==> src/hw/rtl/ppm_pkg.sv <==
`timescale 1ns / 1ps
// ----------------------------------------------------------------------------
// ppm_pkg: shared types and constants for the phrase position matcher
// Field widths, window depth, register indexes and the occurrence record.
// ----------------------------------------------------------------------------
package ppm_pkg;

  localparam int MaxParts  = 8;
  localparam int HistDepth = MaxParts - 1;
  localparam int OffW      = $clog2(MaxParts);
  localparam int CntW      = 4;
  localparam int DocW      = 32;
  localparam int SecW      = 8;
  localparam int PosW      = 16;
  localparam int PartW     = 8;
  localparam int CfgIdxW   = 2;
  localparam int CfgDataW  = 8;

  localparam logic [CfgIdxW-1:0] RegPartsCount = CfgIdxW'(0);
  localparam logic [CfgIdxW-1:0] RegWordNumber = CfgIdxW'(1);

  localparam logic [CntW-1:0] PartsCountReset = CntW'(2);

  typedef struct packed {
    logic [DocW-1:0]  doc_id;
    logic [SecW-1:0]  section;
    logic [PosW-1:0]  position;
    logic [PartW-1:0] part_number;
  } item_t;

  typedef struct packed {
    logic [DocW-1:0]  doc_id;
    logic [SecW-1:0]  section;
    logic [PosW-1:0]  position;
    logic [PartW-1:0] word_number;
  } hit_t;

endpackage

==> src/hw/rtl/ppm_cell.sv <==
`timescale 1ns / 1ps
// ----------------------------------------------------------------------------
// ppm_cell: one window entry of the phrase matcher
// Holds one earlier occurrence, compares it against the current beat at a
// fixed distance back, and passes its entry to the next cell on each beat.
// ----------------------------------------------------------------------------
module ppm_cell (
  input  logic                      clk,
  input  logic                      rst,
  input  logic                      shift,
  input  logic [ppm_pkg::OffW-1:0]  offset,
  input  ppm_pkg::item_t            cur,
  input  logic                      cur_list_start,
  input  ppm_pkg::item_t            prev_entry,
  input  logic                      prev_valid,
  output ppm_pkg::item_t            entry,
  output logic                      valid,
  output logic                      match
);

  logic [ppm_pkg::PosW:0]  pos_sum;
  logic [ppm_pkg::PartW:0] part_sum;

  always_ff @(posedge clk) begin
    if (rst) begin
      valid <= 1'b0;
    end else if (shift) begin
      valid <= prev_valid;
    end
  end

  always_ff @(posedge clk) begin
    if (shift) begin
      entry <= prev_entry;
    end
  end

  // entry.pos + offset == cur.pos with no wrap means cur.pos - offset >= 0
  assign pos_sum  = {1'b0, entry.position} + (ppm_pkg::PosW + 1)'(offset);
  assign part_sum = {1'b0, entry.part_number} + (ppm_pkg::PartW + 1)'(offset);

  assign match = valid && !cur_list_start
              && (entry.doc_id == cur.doc_id)
              && (entry.section == cur.section)
              && (pos_sum == {1'b0, cur.position})
              && (part_sum == {1'b0, cur.part_number});

endmodule

==> src/hw/rtl/ppm_out_buf.sv <==
`timescale 1ns / 1ps
// ----------------------------------------------------------------------------
// ppm_out_buf: two-entry result buffer
// Output register plus skid slot, so input beats keep flowing while a hit
// waits on the output.
// ----------------------------------------------------------------------------
module ppm_out_buf (
  input  logic          clk,
  input  logic          rst,
  input  logic          push,
  input  ppm_pkg::hit_t push_data,
  output logic          space,
  output logic          out_valid,
  input  logic          out_ready,
  output ppm_pkg::hit_t head
);

  ppm_pkg::hit_t spare;
  logic [1:0]    count;
  logic [1:0]    count_next;
  logic          pop;

  assign pop       = out_valid && out_ready;
  assign out_valid = (count != 2'd0);
  assign space     = (count != 2'd2);

  always_comb begin
    count_next = count;
    if (push && !pop) begin
      count_next = count + 2'd1;
    end else if (pop && !push) begin
      count_next = count - 2'd1;
    end
  end

  always_ff @(posedge clk) begin
    if (rst) begin
      count <= 2'd0;
    end else begin
      count <= count_next;
    end
  end

  always_ff @(posedge clk) begin
    if (push && (count == 2'd0 || (count == 2'd1 && pop))) begin
      head <= push_data;
    end else if (pop && count == 2'd2) begin
      head <= spare;
    end
    if (push && count == 2'd1 && !pop) begin
      spare <= push_data;
    end
  end

endmodule

==> src/hw/rtl/phrase_position_matcher.sv <==
`timescale 1ns / 1ps
// ----------------------------------------------------------------------------
// phrase_position_matcher: positional phrase match over sorted occurrences
//
//   channel  direction  beat carries
//   in       input      list_start, doc_id, section, position, part_number
//   out      output     hit_doc_id, hit_section, hit_position, hit_word_number
//   cfg      input      cfg_index, cfg_data (always ready)
//
// One input beat per cycle while in_ready is high; each hit is registered in the
// result buffer before it appears on out. All window compares run in parallel in
// the cell row in the accept cycle. in_ready drops only when both result slots are full.
// Reset clears the window valid bits, the result buffer and the word number register, and sets parts_count to 2.
// ----------------------------------------------------------------------------
module phrase_position_matcher (
  input  logic                          clk,
  input  logic                          rst,
  input  logic                          in_valid,
  output logic                          in_ready,
  input  logic                          list_start,
  input  logic [ppm_pkg::DocW-1:0]      doc_id,
  input  logic [ppm_pkg::SecW-1:0]      section,
  input  logic [ppm_pkg::PosW-1:0]      position,
  input  logic [ppm_pkg::PartW-1:0]     part_number,
  output logic                          out_valid,
  input  logic                          out_ready,
  output logic [ppm_pkg::DocW-1:0]      hit_doc_id,
  output logic [ppm_pkg::SecW-1:0]      hit_section,
  output logic [ppm_pkg::PosW-1:0]      hit_position,
  output logic [ppm_pkg::PartW-1:0]     hit_word_number,
  input  logic                          cfg_valid,
  output logic                          cfg_ready,
  input  logic [ppm_pkg::CfgIdxW-1:0]   cfg_index,
  input  logic [ppm_pkg::CfgDataW-1:0]  cfg_data
);

  logic [ppm_pkg::CntW-1:0]   parts_count;
  logic [ppm_pkg::PartW-1:0]  phrase_word_number;
  logic [ppm_pkg::CntW-1:0]   eff_n;
  logic                       accept;
  logic                       passthrough;
  logic                       hit;
  logic                       push;
  ppm_pkg::item_t             cur;
  ppm_pkg::hit_t              hit_data;
  ppm_pkg::hit_t              head;

  ppm_pkg::item_t             entries [ppm_pkg::HistDepth];
  logic [ppm_pkg::HistDepth-1:0] valids;
  logic [ppm_pkg::HistDepth-1:0] cell_hits;
  logic [ppm_pkg::HistDepth-1:0] needed;

  assign cfg_ready = 1'b1;

  always_ff @(posedge clk) begin
    if (rst) begin
      parts_count        <= ppm_pkg::PartsCountReset;
      phrase_word_number <= '0;
    end else if (cfg_valid && cfg_ready) begin
      if (cfg_index == ppm_pkg::RegPartsCount) begin
        parts_count <= cfg_data[ppm_pkg::CntW-1:0];
      end else if (cfg_index == ppm_pkg::RegWordNumber) begin
        phrase_word_number <= cfg_data[ppm_pkg::PartW-1:0];
      end
    end
  end

  assign eff_n = (parts_count > ppm_pkg::CntW'(ppm_pkg::MaxParts))
               ? ppm_pkg::CntW'(ppm_pkg::MaxParts) : parts_count;
  assign passthrough = (eff_n < ppm_pkg::CntW'(2));

  assign cur.doc_id      = doc_id;
  assign cur.section     = section;
  assign cur.position    = position;
  assign cur.part_number = part_number;

  assign accept = in_valid && in_ready;

  for (genvar k = 0; k < ppm_pkg::HistDepth; k++) begin : g_cell
    if (k == 0) begin : g_head
      ppm_cell u_cell (
        .clk            (clk),
        .rst            (rst),
        .shift          (accept),
        .offset         (ppm_pkg::OffW'(k + 1)),
        .cur            (cur),
        .cur_list_start (list_start),
        .prev_entry     (cur),
        .prev_valid     (1'b1),
        .entry          (entries[k]),
        .valid          (valids[k]),
        .match          (cell_hits[k])
      );
    end else begin : g_body
      ppm_cell u_cell (
        .clk            (clk),
        .rst            (rst),
        .shift          (accept),
        .offset         (ppm_pkg::OffW'(k + 1)),
        .cur            (cur),
        .cur_list_start (list_start),
        .prev_entry     (entries[k-1]),
        .prev_valid     (valids[k-1] && !list_start),
        .entry          (entries[k]),
        .valid          (valids[k]),
        .match          (cell_hits[k])
      );
    end
    assign needed[k] = (ppm_pkg::CntW'(k + 1) < eff_n);
  end

  assign hit  = passthrough || (&(cell_hits | ~needed));
  assign push = accept && hit;

  always_comb begin
    hit_data.doc_id  = doc_id;
    hit_data.section = section;
    if (passthrough) begin
      hit_data.position    = position;
      hit_data.word_number = part_number;
    end else begin
      hit_data.position    = position - ppm_pkg::PosW'(eff_n - ppm_pkg::CntW'(1));
      hit_data.word_number = phrase_word_number;
    end
  end

  ppm_out_buf u_out_buf (
    .clk       (clk),
    .rst       (rst),
    .push      (push),
    .push_data (hit_data),
    .space     (in_ready),
    .out_valid (out_valid),
    .out_ready (out_ready),
    .head      (head)
  );

  assign hit_doc_id      = head.doc_id;
  assign hit_section     = head.section;
  assign hit_position    = head.position;
  assign hit_word_number = head.word_number;

  a_pass_emits : assert property (@(posedge clk) disable iff (rst)
    accept && passthrough |-> push)
    else $error("passthrough beat dropped");

  a_list_start_no_hit : assert property (@(posedge clk) disable iff (rst)
    accept && list_start && !passthrough |-> !push)
    else $error("hit on list start");

  a_reset_empty : assert property (@(posedge clk)
    rst |=> !out_valid)
    else $error("result pending after reset");

  a_full_has_out : assert property (@(posedge clk) disable iff (rst)
    !in_ready |-> out_valid)
    else $error("input stalled with empty output");

  a_window_clear : assert property (@(posedge clk) disable iff (rst)
    accept && list_start |=> valids[0] && !(|valids[ppm_pkg::HistDepth-1:1]))
    else $error("window not cleared on list start");

endmodule
==> config.mk <==
export PLATFORM = sky130hd
export DESIGN_NAME = phrase_position_matcher
export DESIGN_NICKNAME = d
export VERILOG_FILES = /design/src/hw/rtl/ppm_pkg.sv /design/src/hw/rtl/ppm_cell.sv /design/src/hw/rtl/ppm_out_buf.sv /design/src/hw/rtl/phrase_position_matcher.sv
export SDC_FILE = /design/constraint.sdc
export NUM_CORES = 1
export LEC_CHECK = 0
export BUFFER_PORTS_ARGS = -buffer_cell sky130_fd_sc_hd__buf_4
export CORE_MARGIN = 3
export CORE_UTILIZATION = 45
export CTS_BUF_LIST = sky130_fd_sc_hd__clkbuf_2
export CTS_CLUSTER_SIZE = 24
export DETAILED_ROUTE_END_ITERATION = 12
export SLEW_MARGIN = 20
export SYNTH_ARGS = -nofsm -noshare
export SYNTH_HDL_FRONTEND = slang
export SYNTH_HIERARCHICAL = 1
export SYNTH_SLANG_ARGS = --single-unit
==> constraint.sdc <==
create_clock -name clk -period 20.2 [get_ports clk]
set_clock_uncertainty 0.15 [all_clocks]
set_input_delay 3.03 -clock clk [delete_from_list [all_inputs] [get_ports clk]]
set_output_delay 3.03 -clock clk [all_outputs]
set_load 0.01 [all_outputs]
### After elaboration in Yosys (flattened, before gate mapping)

Cells that the tools add are included.

* flip-flop bits (word level): 597
* bits of input ports: 80
* output and inout port bits: 67

* add/subtract/negate cells: 18
* magnitude comparators: 9
* eq/ne operators: 32
* multiplexer cells: 6
* bitwise operators: 3
* reduce and logical (&&, ||, !) cells: 58

Operators with widths (count)
* 32-bit == test: 7
* 64-bit 2-to-1 mux: 2
* 17-bit by 16-bit == test with 1-bit output: 7
* 16-bit by 3-bit adder with 17-bit output (second input constant): 4
* 9-bit by 8-bit == test with 1-bit output: 7
* 8-bit == test: 7
* 1-bit logical AND: 45
* 8-bit by 3-bit adder with 9-bit output (second input constant): 4
* 16-bit by 2-bit adder with 17-bit output (second input constant): 2
* 24-bit 2-to-1 mux: 1
* 8-bit by 2-bit adder with 9-bit output (second input constant): 2
* 16-bit by 1-bit adder with 17-bit output (second input constant): 1
* 3-bit by 4-bit < comparator with 1-bit output (first input constant): 4
* 16-bit subtractor: 1
* 8-bit by 1-bit adder with 9-bit output (second input constant): 1
* 2-bit by 4-bit < comparator with 1-bit output (first input constant): 2
* 7-bit inverter: 1
* 7-bit bitwise OR: 1
* 7-bit AND reduction: 1
* 2-bit nonzero test: 3
* 4-bit by 1-bit subtractor with 5-bit output (second input constant): 1
* 2-bit by 1-bit == test with 1-bit output (second input constant): 2
* 4-bit greater-than comparator (second input constant): 1
* 2-bit zero test: 2
* other kinds (13): 17

### Longest topological paths before layout

Gate-level depths: netlist of run 1.

* word-level depth: 14
* depth in mapped cells: 16

### Modules after synthesis

The synthesis of run 1 kept the hierarchy.

Modules (own cells, without submodules)
* ppm_cell at g_cell[0].g_head.u_cell ...: times used 6, cells each 238, area an instance 3271.9 um^2, sequential area each 1941.9 um^2
* ppm_out_buf: times used 1, cells each 370, area an instance 5718.0 um^2, sequential area each 3883.7 um^2
* ppm_cell at g_cell[6].g_body.u_cell: times used 1, cells each 245, area an instance 3372.0 um^2, sequential area each 1941.9 um^2
* phrase_position_matcher: times used 1, cells each 260, area an instance 1791.7 um^2, sequential area each 240.2 um^2

### Worst setup path after synthesis of run 1

No wires, ideal clock.

* kind: input to register
* start point: in in_valid
* end point: reg, netlist name u_out_buf/head[0]
* setup time: 0.509 ns
* arrival time: 17.722 ns
* required time: 19.541 ns
* path slack: 1.819 ns
* cell stages on the path: 6
* buffers on the path: 2
* cells stage by stage: and2_1 > a21boi_1 > buf_6 > buf_2 > inv_2 > o22ai_1

* cells in the longest elaborated chain, start to end: 4

Ends and longest elaborated chain
* start: declaration: line phrase_position_matcher.sv:18 `input logic in_valid,`
* 1-bit logical AND: line phrase_position_matcher.sv:77 `assign accept = in_valid && in_ready;`
* 1-bit logical AND: line phrase_position_matcher.sv:113 `assign push = accept && hit;`
* named net push: line phrase_position_matcher.sv:43 `logic push;`
* 1-bit logical AND: line ppm_out_buf.sv:45 `if (push && (count == 2'd0 || (count == 2'd1 && pop))) begin`
* 2-bit nonzero test (no source line)

The timed path passes the listed nets, and every way through them passes these cells.
A chain may end at the register's enable or synchronous reset.

### Worst setup path in the final report of run 1

* start point: in doc_id[21] in the netlist's numbering
* end point: reg, netlist name u_out_buf/head[51]

* cells in the longest elaborated chain, start to end: 11

Ends and longest elaborated chain
* start: declaration: line phrase_position_matcher.sv:21 `input logic [ppm_pkg::DocW-1:0] doc_id,`
* 32-bit == test: line ppm_cell.sv:43 `&& (entry.doc_id == cur.doc_id)`
* 1-bit logical AND: line ppm_cell.sv:43
* 1-bit logical AND: line ppm_cell.sv:44 `&& (entry.section == cur.section)`
* 1-bit logical AND: line ppm_cell.sv:45 `&& (pos_sum == {1'b0, cur.position})`
* 1-bit logical AND: line ppm_cell.sv:46 `&& (part_sum == {1'b0, cur.part_number});`
* named net cell_hits, one bit: line phrase_position_matcher.sv:50 `logic [ppm_pkg::HistDepth-1:0] cell_hits;`
* 7-bit bitwise OR: line phrase_position_matcher.sv:112 `assign hit = passthrough || (&(cell_hits | ~needed));`
* 7-bit AND reduction: line phrase_position_matcher.sv:112
* 1-bit logical OR: line phrase_position_matcher.sv:112
* 1-bit logical AND: line phrase_position_matcher.sv:113
* named net push: line phrase_position_matcher.sv:43
* 1-bit logical AND: line ppm_out_buf.sv:45
* 64-bit 2-to-1 mux: line ppm_out_buf.sv:45

The timed path passes the listed nets, and every way through them passes these cells.

==> results.py, run 1 <==
metrics = {
    "drt": {
        "drc_errors": 0,
        "wl_met2_mm": 37.3,
        "wirelength_met1_mm": 33.6,
        "drtPass1Iterations": 6,
        "vias": 20000,
        "drt-initial-drc-count": 1574,
        "routedWlPerCell_um": 21.7,
        "viasPerCell": 5.53,
        "met3_length_mm": 5.01,
        "routed.top_layer": "met4",
        "ant_nets": 0,
        "routed_wl_mm": 78.4,
    },
    "global_route": {
        "grt_overflow": 0,
        "track_usage": 0.220,
        "grt_max_degree": 90,
        "grt_pass1_vias": 20300,
        "grt_pass1_wl_mm": 118,
        "antenna_found_initial": 2,
    },
    "yosys": {
        "yosys_warnings": 6,
        "synth_top_cells_by_count": "edfxtp_1 (576), xor2_1 (239), xnor2_1 (237)",
        "syn_area_um2": 30500,
        "ys_seq_area_frac": 0.581,
        "syn-instance-count": 2303,
        "yosysTopAreaCell": "edfxtp_1",
        "synth-edff-count": 576,
        "ys_seq_elements": 597,
        "synth.distinct_cells": 80,
        "post-synth-top-count-cell": "edfxtp_1",
        "syn_area_per_cell_um2": 13.2,
        "synth_top_area_frac": 0.567,
        "ys.flop_type": "edfxtp_1",
        "async_flop_share": 0,
        "synthTopCellsByArea": "edfxtp_1 (57%), xor2_1 (6.9%), xnor2_1 (6.8%)",
    },
    "timing": {
        "fin_ws_ns": 12.41,
        "period_minus_slack_ns": 7.79,
        "fin_tns_setup_ns": 0,
        "fmax_mhz": 128,
        "whs_ns": 0.245,
        "hold_violations": 0,
        "maxSlewViolCount": 0,
        "setup_viol": 0,
        "worst_pin_slew_ns": 1.01,
        "grt_setup_unrepaired": "no",
        "maxSlewHeadroom": 0.329,
        "min_period_over_period": 0.385,
    },
    "floorplanning": {
        "rows": 94,
        "die_area_um2": 71000,
        "io_pins": 147,
        "initial_core_util": 0.459,
        "coreArea_um2": 66500,
        "die_y_um": 266,
        "fp.dieW_um": 266,
    },
    "setup_path": {
        "crit_type": "primary input to flip-flop",
        "path_max_fanout": 69,
        "cp_data_required_time_ns": 21.03,
        "cp-start-kind": "primary input",
        "slowest_stage": "and3_4",
        "max_stage_delay_ns": 0.65,
        "end_kind": "flip-flop",
        "crit_buf_inv": 3,
        "cp_common_cell": "buf_4",
        "cpLargestDelayFamily": "simple AND/OR/NAND/NOR gates",
        "arrival_ns": 8.61,
        "cp_cell_sequence": "buf_4 > xnor2_1 > nand4_1 > nor4_1 > nand4_1 > or4_1 > nor4_2 > nor3_1 > a2111oi_0 > o22ai_1 > a21boi_4 > buf_4 > and3_4 > buf_4 > o32ai_1",
    },
    "clocking": {
        "cts.sinks": 597,
        "cts.clk_slew.worst_paths_ns": 0.09,
        "cts_buffers": 158,
        "clk_latency_ns": 1.33,
        "h-tree-depth": 4,
        "cts_hold_buffers": 0,
        "ctsResizeCount": 0,
        "cts_setup_buffers": 0,
        "cts_tree": "done",
        "cts_max_path_buffers": 3,
        "cts_root_buffer": "clkbuf_2",
    },
    "pwr": {
        "power_switching_mw": 1.25,
        "p_total_mw": 3.63,
        "swShare": 0.345,
        "clock_power_share": 0.231,
        "pwr-share-seq": 0.517,
        "power_density_nw_per_um2": 106,
        "pwr-share-comb": 0.253,
        "p_leak_nw": 12.5,
        "internal-power_mw": 2.38,
        "peakVddDrop_mv": 0.0542,
    },
    "place": {
        "routabilityCongestion": 0.899,
        "dp_cells": 3346,
        "place_ws_ns": 11.14,
        "dpl.hpwl_mm": 56.4,
        "portBuffers": 145,
        "placed_cell_area_um2": 32800,
    },
    "hold_path": {
        "hold_path.class": "flip-flop to flip-flop",
    },
    "finish": {
        "fill_cells": 5797,
        "syn_to_final_growth_pct": 12.1,
        "drive_gt1_frac": 0.196,
        "nets": 2805,
        "instances_no_fill": 3621,
        "fin_util": 0.515,
        "final_area_um2": 34200,
    },
    "outcome": {
        "outcome": "finished, final reports clean",
    },
    "job": {
        "drv_cap": 0,
    },
}
==> worst reg2reg max path: cells and delay by family (launching register included) <==
| kind | cells | cell delay, ns |
|---|---|---|
| AND/OR/NAND/NOR | 7 | 2.33 |
| buffers and inverters | 2 | 1.25 |
| AO/OA/AOI/OAI | 4 | 1.15 |
| adder cells (fa/ha/maj) | 2 | 0.87 |
| flip-flops | 1 | 0.40 |
| XOR/XNOR | 1 | 0.22 |
==> cell type report <==
type / instances / area [µm²] / share of cell area
Timing Repair Buffer: 160 / 1200 / 0.0352
Sequential cell: 597 / 17700 / 0.518
Clock inverter: 39 / 253 / 0.00739
Inverter: 157 / 589 / 0.0172
Tap cell: 864 / 1080 / 0.0316
Multi-Input combinational cell: 1568 / 12200 / 0.357
Clock buffer: 230 / 1150 / 0.0336
Antenna cell: 6 / 15.0 / 0.000439
==> power by group through the flow <==
stage / Sequential (mW) / Combinational (mW) / Clock, mW
global placement: 1.90 / 0.891 / 0
floorplan: 1.95 / 0.631 / 0
detailed placement: 1.91 / 0.913 / 0
CTS: 1.88 / 0.917 / 0.878
global route: 1.91 / 0.995 / 0.940
finish: 1.88 / 0.917 / 0.839
==> registers in the layout, indices dropped and copies added, names as in the netlist <==
name                        flops
u_out_buf/spare                64
g_cell.g_head.u_cell/entry     64
u_out_buf/head                 64
g_cell.g_head.u_cell/valid      1
u_out_buf/count                 2
g_cell.g_body.u_cell/entry    384
phrase_word_number              8
g_cell.g_body.u_cell/valid      6
parts_count                     4
==> logic make-up (layout without fill, tap and decap cells) <==
logic type | Yosys count | in the layout | share of synthesized area
XOR/XNOR | 476 | 476 | 0.137
adder cells (fa/ha/maj) | 83 | 83 | 0.0377
AO/OA/AOI/OAI | 349 | 349 | 0.0958
buffers and inverters | 194 | 586 | 0.0277
other | 2 | 64 | 0.000246
multiplexers | 48 | 48 | 0.0160
AND/OR/NAND/NOR | 554 | 554 | 0.105
flip-flops | 597 | 597 | 0.581
==> cell usage in the layout, fill, tap and decap left out, types with 21 or more instances in the layout <==
cell and count:
a21oi_1 88, buf_4 159, clkbuf_2 230, clkinv_1 22
conb_1 58, dfxtp_1 21, edfxtp_1 576, ha_1 68
inv_1 155, mux2i_1 42, nand2_1 153, nand3_1 21
nand4_1 62, nor2_1 99, nor4_1 63, o211ai_1 21
o21ai_0 33, o32ai_2 60, xnor2_1 237, xor2_1 239
==> metal layers <==
layer,vias to the layer above,GRT usage
met5,-,0
met4,0,0.0925
met1,9864,0.289
met2,696,0.358
li1,9339,-
met3,133,0.0439
==> worst paths after layout <==
path / from / endpoint / slack (ns) / depth (start not counted)
hold / removal: g_cell[4].g_body.u_cell/entry[8] / g_cell[5].g_body.u_cell/entry[8] / 0.25 / 0
setup / recovery: doc_id[21] / u_out_buf/head[51] / 12.41 / 15
setup reg to reg: g_cell[0].g_head.u_cell/entry[8] / u_out_buf/head[51] / 13.55 / 16
hold reg to reg: g_cell[4].g_body.u_cell/entry[8] / g_cell[5].g_body.u_cell/entry[8] / 0.25 / 0
No activity file was read; power rests on OpenSTA's default activity.
==> inputs of run 2 (changes only) <==
ABC_AREA = 1   (was default)
clock period = 6.2 ns   (was 20.2 ns; I/O delays follow)
==> results.py, run 2 <==
metrics = {
    "clocking": {
        "cts.sinks": 597,
        "cts_buffers": 158,
        "cts_max_path_buffers": 3,
        "clk_latency_ns": 1.33,
        "cts_tree": "done",
        "cts_hold_buffers": 95,
        "h-tree-depth": 4,
        "cts.clk_slew.worst_paths_ns": 0.10,
        "ctsResizeCount": 0,
        "cts_setup_buffers": 0,
        "cts_root_buffer": "clkbuf_2",
    },
    "finish": {
        "final_cell_mix": "nand2_1 (1,207), inv_1 (626), edfxtp_1 (576)",
        "largest_reg_flops": 384,
        "regMostFlops": "g_cell.g_body.u_cell/entry",
        "syn_to_final_growth_pct": 14.7,
        "final_common_cell": "nand2_1",
        "fin_util": 0.527,
        "final_area_um2": 38100,
        "drive_gt1_frac": 0.126,
        "nets": 4392,
    },
    "pwr": {
        "p_total_mw": 10.8,
        "power_density_nw_per_um2": 284,
        "p_leak_nw": 17.6,
        "peakVddDrop_mv": 0.142,
    },
    "global_route": {
        "track_usage": 0.216,
        "grt_pass1_vias": 23900,
        "grt_pass1_wl_mm": 129,
        "grt_overflow": 0,
        "grt_max_degree": 180,
        "antenna_found_initial": 3,
    },
    "yosys": {
        "async_flop_share": 0,
        "syn_area_um2": 33200,
        "synth_top_cells_by_count": "nand2_1 (1,209), inv_1 (627), edfxtp_1 (576)",
        "synthTopCellsByArea": "edfxtp_1 (52%), nand2_1 (14%), inv_1 (7.1%)",
        "ys.flop_type": "edfxtp_1",
        "post-synth-top-count-cell": "nand2_1",
        "yosys_warnings": 6,
        "synth-edff-count": 576,
        "ys_seq_elements": 597,
        "synth_top_area_frac": 0.521,
        "syn-instance-count": 3796,
        "synth.distinct_cells": 41,
        "yosysTopAreaCell": "edfxtp_1",
        "syn_area_per_cell_um2": 8.75,
        "ys_seq_area_frac": 0.533,
    },
    "place": {
        "routabilityCongestion": 0.900,
        "placed_cell_area_um2": 35600,
        "dpl.hpwl_mm": 61.2,
        "portBuffers": 145,
    },
    "setup_path": {
        "crit_type": "flip-flop to flip-flop",
        "max_stage_delay_ns": 0.60,
        "slowest_stage": "fa_1",
        "cp_common_cell": "nand2_1",
        "end_kind": "flip-flop",
        "path_max_fanout": 42,
        "cp_cell_sequence": "ha_1 > fa_1 > inv_1 > nand2_1 > o21ai_0 > inv_1 > nand2_1 > nor2_1 > nand2_1 > nor2_1 > nand3_1 > nor2_1 > nand3_1 > nor2_1 > a21oi_1 > nor3_2 > nand2_1 > a21oi_1 > nand3_2 > nand2_2 > buf_4 > nand2_1 > nand2_1",
        "arrival_ns": 5.98,
        "cp_data_required_time_ns": 7.20,
        "cp-start-kind": "flip-flop",
    },
    "floorplanning": {
        "die_area_um2": 77100,
        "fp.dieW_um": 278,
        "coreArea_um2": 72300,
        "die_y_um": 278,
        "initial_core_util": 0.459,
        "io_pins": 147,
        "rows": 98,
    },
    "drt": {
        "drt-initial-drc-count": 1750,
        "routedWlPerCell_um": 15.6,
        "viasPerCell": 4.74,
        "vias": 25200,
        "drtPass1Iterations": 5,
        "routed_wl_mm": 82.8,
        "ant_nets": 0,
        "drc_errors": 0,
    },
    "timing": {
        "fmax_mhz": 201,
        "setup_viol": 0,
        "hold_violations": 0,
        "worst_pin_slew_ns": 0.977,
        "fin_tns_setup_ns": 0,
        "grt_setup_unrepaired": "no",
        "maxSlewViolCount": 0,
        "maxSlewHeadroom": 0.349,
        "period_minus_slack_ns": 4.98,
        "min_period_over_period": 0.803,
    },
    "outcome": {
        "outcome": "finished, final reports clean",
    },
    "job": {
        "drv_cap": 0,
    },
    "hold_path": {
        "hold_path.class": "primary input to flip-flop",
    },
}
-- run 2: cell types whose count changed in the layout (fill, tap and decap cells not counted), moves of 95 or more --
cell,delta
xnor2_1,-132
dlygate4sd3_1,+95
nand2_1,+1054
nor2_1,+264
inv_1,+471
xor2_1,-97
nand3_1,+206
-- run 2: final timing paths --
kind,startpoint,to,slack (ns),cells past startpoint
worst max register to register,g_cell[0].g_head.u_cell/entry[8],u_out_buf/head[54],1.22,23
worst min register to register,g_cell[1].g_body.u_cell/entry[51],g_cell[2].g_body.u_cell/entry[51],0.26,0
worst min-delay path,in_valid,u_out_buf/count[1],0.24,8
worst max-delay path,g_cell[0].g_head.u_cell/entry[8],u_out_buf/head[54],1.22,23
-- run 2: stage by stage --
step           worst slack [ns]  std cells  hold slack, ns
6_report                   1.22       5303           0.242
2_1_floorplan             -2.20       3852           0.274
3_3_place_gp               1.23       4924           0.283
5_1_grt                   0.710       5303          0.0946
4_1_cts                    1.26       5296          0.0497
3_5_place_dp               1.10       4924           0.284
-- run 2: logic make-up (layout without fill, tap and decap cells) --
logic type | Yosys count | after routing | synth area share
mux | 6 | 6 | 0.00181
xor+xnor | 247 | 247 | 0.0651
simple gates | 1991 | 1991 | 0.253
fa+ha+maj | 83 | 83 | 0.0347
other cells | 2 | 65 | 0.000226
buf+inv | 677 | 1171 | 0.0797
compound gates | 193 | 193 | 0.0318
flops | 597 | 597 | 0.533
-- run 2: worst max-delay path: cells and delay by family, from the launching register on --
kind,cells,cell delay (ns)
AOI/OAI and AO/OA,3,0.57
adders and majority gates,2,0.88
buffers and inverters,3,0.57
DFF,1,0.39
and+or+nand+nor,15,2.25
-- run 2: final cells by class --
class / instances / area [µm²]
Tap cell: 950 / 1190
Clock inverter: 28 / 253
Timing Repair Buffer: 250 / 2160
Inverter: 644 / 2420
Sequential cell: 597 / 17700
Antenna cell: 7 / 17.5
Multi-Input combinational cell: 2578 / 13100
Fill cell: 6875 / 34200
Clock buffer: 249 / 1250
-- run 2: per-layer routing --
layer | up-vias | global-route usage | share of wire
li1 | 13000 | - | -
met1 | 11400 | 0.293 | 0.46
met2 | 653 | 0.341 | 0.45
met3 | 163 | 0.0387 | 0.058
met4 | 0 | 0.0896 | 0.033
met5 | - | 0 | 0
-- run 2: power breakdown --
| group | total, mW | leakage (nW) | switching (mW) | internal [mW] |
|---|---|---|---|---|
| registers | 5.59 | 5.67 | 0.414 | 5.18 |
| logic | 2.37 | 10.8 | 1.51 | 0.854 |
| clock network | 2.87 | 1.15 | 1.61 | 1.26 |
==> inputs of run 3 (changes only) <==
clock period = 4.3 ns   (was 6.2 ns; I/O delays follow)
==> results.py, run 3 (synthesis gave the netlist of run 2 again) <==
metrics = {
    "outcome": {
        "outcome": "finished, final reports clean",
    },
    "timing": {
        "fmax_mhz": 241,
        "fin_tns_setup_ns": 0,
        "period_minus_slack_ns": 4.15,
        "setup_viol": 0,
        "maxSlewHeadroom": 0.455,
        "worst_pin_slew_ns": 0.818,
        "fin_ws_ns": 0.150,
        "min_period_over_period": 0.965,
        "grt_setup_unrepaired": "yes",
        "whs_ns": 0.165,
        "maxSlewViolCount": 0,
        "hold_violations": 0,
    },
    "pwr": {
        "peakVddDrop_mv": 0.267,
        "power_switching_mw": 5.24,
        "p_leak_nw": 18.0,
        "pwr-share-comb": 0.225,
        "internal-power_mw": 10.6,
        "power_density_nw_per_um2": 406,
        "swShare": 0.330,
        "pwr-share-seq": 0.508,
        "clock_power_share": 0.267,
        "p_total_mw": 15.9,
    },
    "place": {
        "dpl.hpwl_mm": 62.5,
        "portBuffers": 145,
        "placed_cell_area_um2": 35900,
        "dp_cells": 4945,
        "routabilityCongestion": 0.898,
        "place_ws_ns": -0.119,
    },
    "floorplanning": {
        "fp.dieW_um": 278,
        "die_area_um2": 77100,
        "rows": 98,
        "initial_core_util": 0.459,
        "io_pins": 147,
        "die_y_um": 278,
        "coreArea_um2": 72300,
    },
    "setup_path": {
        "cp_common_cell": "nor2_1",
        "cp-start-kind": "flip-flop",
        "reg2reg_slack_ns": 0.15,
        "max_stage_delay_ns": 0.52,
        "cp_data_required_time_ns": 5.11,
        "cp_cell_sequence": "ha_1 > fa_1 > nor2_1 > nor2_1 > nand2_1 > nor2_1 > nand2_1 > nor2_1 > nand3_1 > nor2_1 > nand3_1 > nor2_2 > o21bai_1 > nand4_1 > nand2_1 > nand2_1 > a21oi_4 > and3_2 > buf_12",
        "timing.rr.start": "g_cell[4].g_body.u_cell/entry[0]",
        "slowest_stage": "fa_1",
        "end_kind": "flip-flop",
        "crit_type": "flip-flop to flip-flop",
        "arrival_ns": 4.96,
        "cpLargestDelayFamily": "simple AND/OR/NAND/NOR gates",
        "worstReg2RegEnd": "u_out_buf/spare[40]",
        "path_max_fanout": 39,
        "crit_buf_inv": 1,
        "worst-r2r-cell-count": 19,
    },
    "clocking": {
        "cts_setup_buffers": 0,
        "cts.sinks": 597,
        "cts_max_path_buffers": 3,
        "cts.clk_slew.worst_paths_ns": 0.10,
        "cts_tree": "done",
        "cts_buffers": 157,
        "clk_latency_ns": 1.30,
        "h-tree-depth": 4,
        "cts_root_buffer": "clkbuf_2",
    },
    "finish": {
        "drive_gt1_frac": 0.128,
        "final_cell_mix": "nand2_1 (1,207), inv_1 (624), edfxtp_1 (576)",
        "regMostFlops": "g_cell.g_body.u_cell/entry",
        "instances_no_fill": 5375,
        "fin_util": 0.540,
        "largest_reg_flops": 384,
        "nets": 4479,
        "final_common_cell": "nand2_1",
        "final_area_um2": 39100,
        "syn_to_final_growth_pct": 17.7,
    },
    "drt": {
        "ant_nets": 0,
        "viasPerCell": 4.82,
        "routedWlPerCell_um": 16.8,
        "routed.top_layer": "met5",
        "drtPass1Iterations": 6,
        "vias": 25900,
        "met3_length_mm": 7.14,
        "drc_errors": 0,
        "wl_met2_mm": 39.6,
        "routed_wl_mm": 90.2,
        "drt-initial-drc-count": 2052,
        "wirelength_met1_mm": 41.0,
    },
    "hold_path": {
        "hp-start": "doc_id[12]",
        "hold_path.class": "primary input to flip-flop",
        "whs_endpoint": "g_cell[0].g_head.u_cell/entry[44]",
        "hold_depth": 2,
    },
    "global_route": {
        "grt_overflow": 0,
        "antenna_found_initial": 21,
        "grt_pass1_wl_mm": 136,
        "track_usage": 0.233,
        "grt_pass1_vias": 24500,
        "grt_max_degree": 92,
    },
    "job": {
        "drv_cap": 0,
    },
}
==> run 3: cell count changes in the layout (fill, tap and decap cells not counted), moves of 4 or more <==
cell and delta:
dlygate4sd3_1 +65, clkbuf_2 -24, buf_4 +14, buf_12 +7
diode_2 -5, inv_6 +5, clkinv_1 +4, nor2_1 -4
nor2_2 +4
==> run 3: power groups by stage <==
stage / sequential [mW] / clock [mW] / combinational [mW]
after CTS: 8.06 / 4.37 / 3.55
after floorplan: 8.18 / 0 / 2.39
after global routing: 8.17 / 4.69 / 4.02
after detailed placement: 8.19 / 0 / 3.38
final: 8.06 / 4.23 / 3.57
after global placement: 8.17 / 0 / 3.34
==> run 3: how the worst max path moves through the flow <==
stage	start	end	slack, ns	cells past startpoint
2_1_floorplan	in_valid	g_cell[0].g_head.u_cell/entry[0]	-3.82	2
3_3_place_gp	section[6]	u_out_buf/head[57]	-0.1	17
3_5_place_dp	doc_id[0]	u_out_buf/head[31]	-0.12	19
4_1_cts	g_cell[4].g_body.u_cell/entry[0]	u_out_buf/head[5]	0.05	22
5_1_grt	g_cell[0].g_head.u_cell/entry[8]	u_out_buf/head[47]	-0.01	23
6_report	g_cell[4].g_body.u_cell/entry[0]	u_out_buf/spare[40]	0.15	19
==> run 3: repair_timing <==
item	in CTS	in global routing
cloned	0	2
gates resized for setup	3	6
hold endpoints to repair	349	0
endpoints found under the setup margin	83	150
hold buffers	160	0
==> run 3: layer usage <==
layer | up-vias | global-route usage
li1 | 13200 | -
met1 | 11800 | 0.327
met2 | 819 | 0.355
met3 | 140 | 0.0494
met4 | 4 | 0.0869
met5 | - | 0
==> run 3: final cells by class <==
type / count / area, µm²
multi-input cells: 2578 / 13100
clock buffers: 225 / 1130
well taps: 950 / 1190
clock inverters: 41 / 392
diodes: 2 / 5.00
inverters: 644 / 2420
repair buffers: 338 / 3110
flip-flops and latches: 597 / 17700
fillers: 6708 / 33200
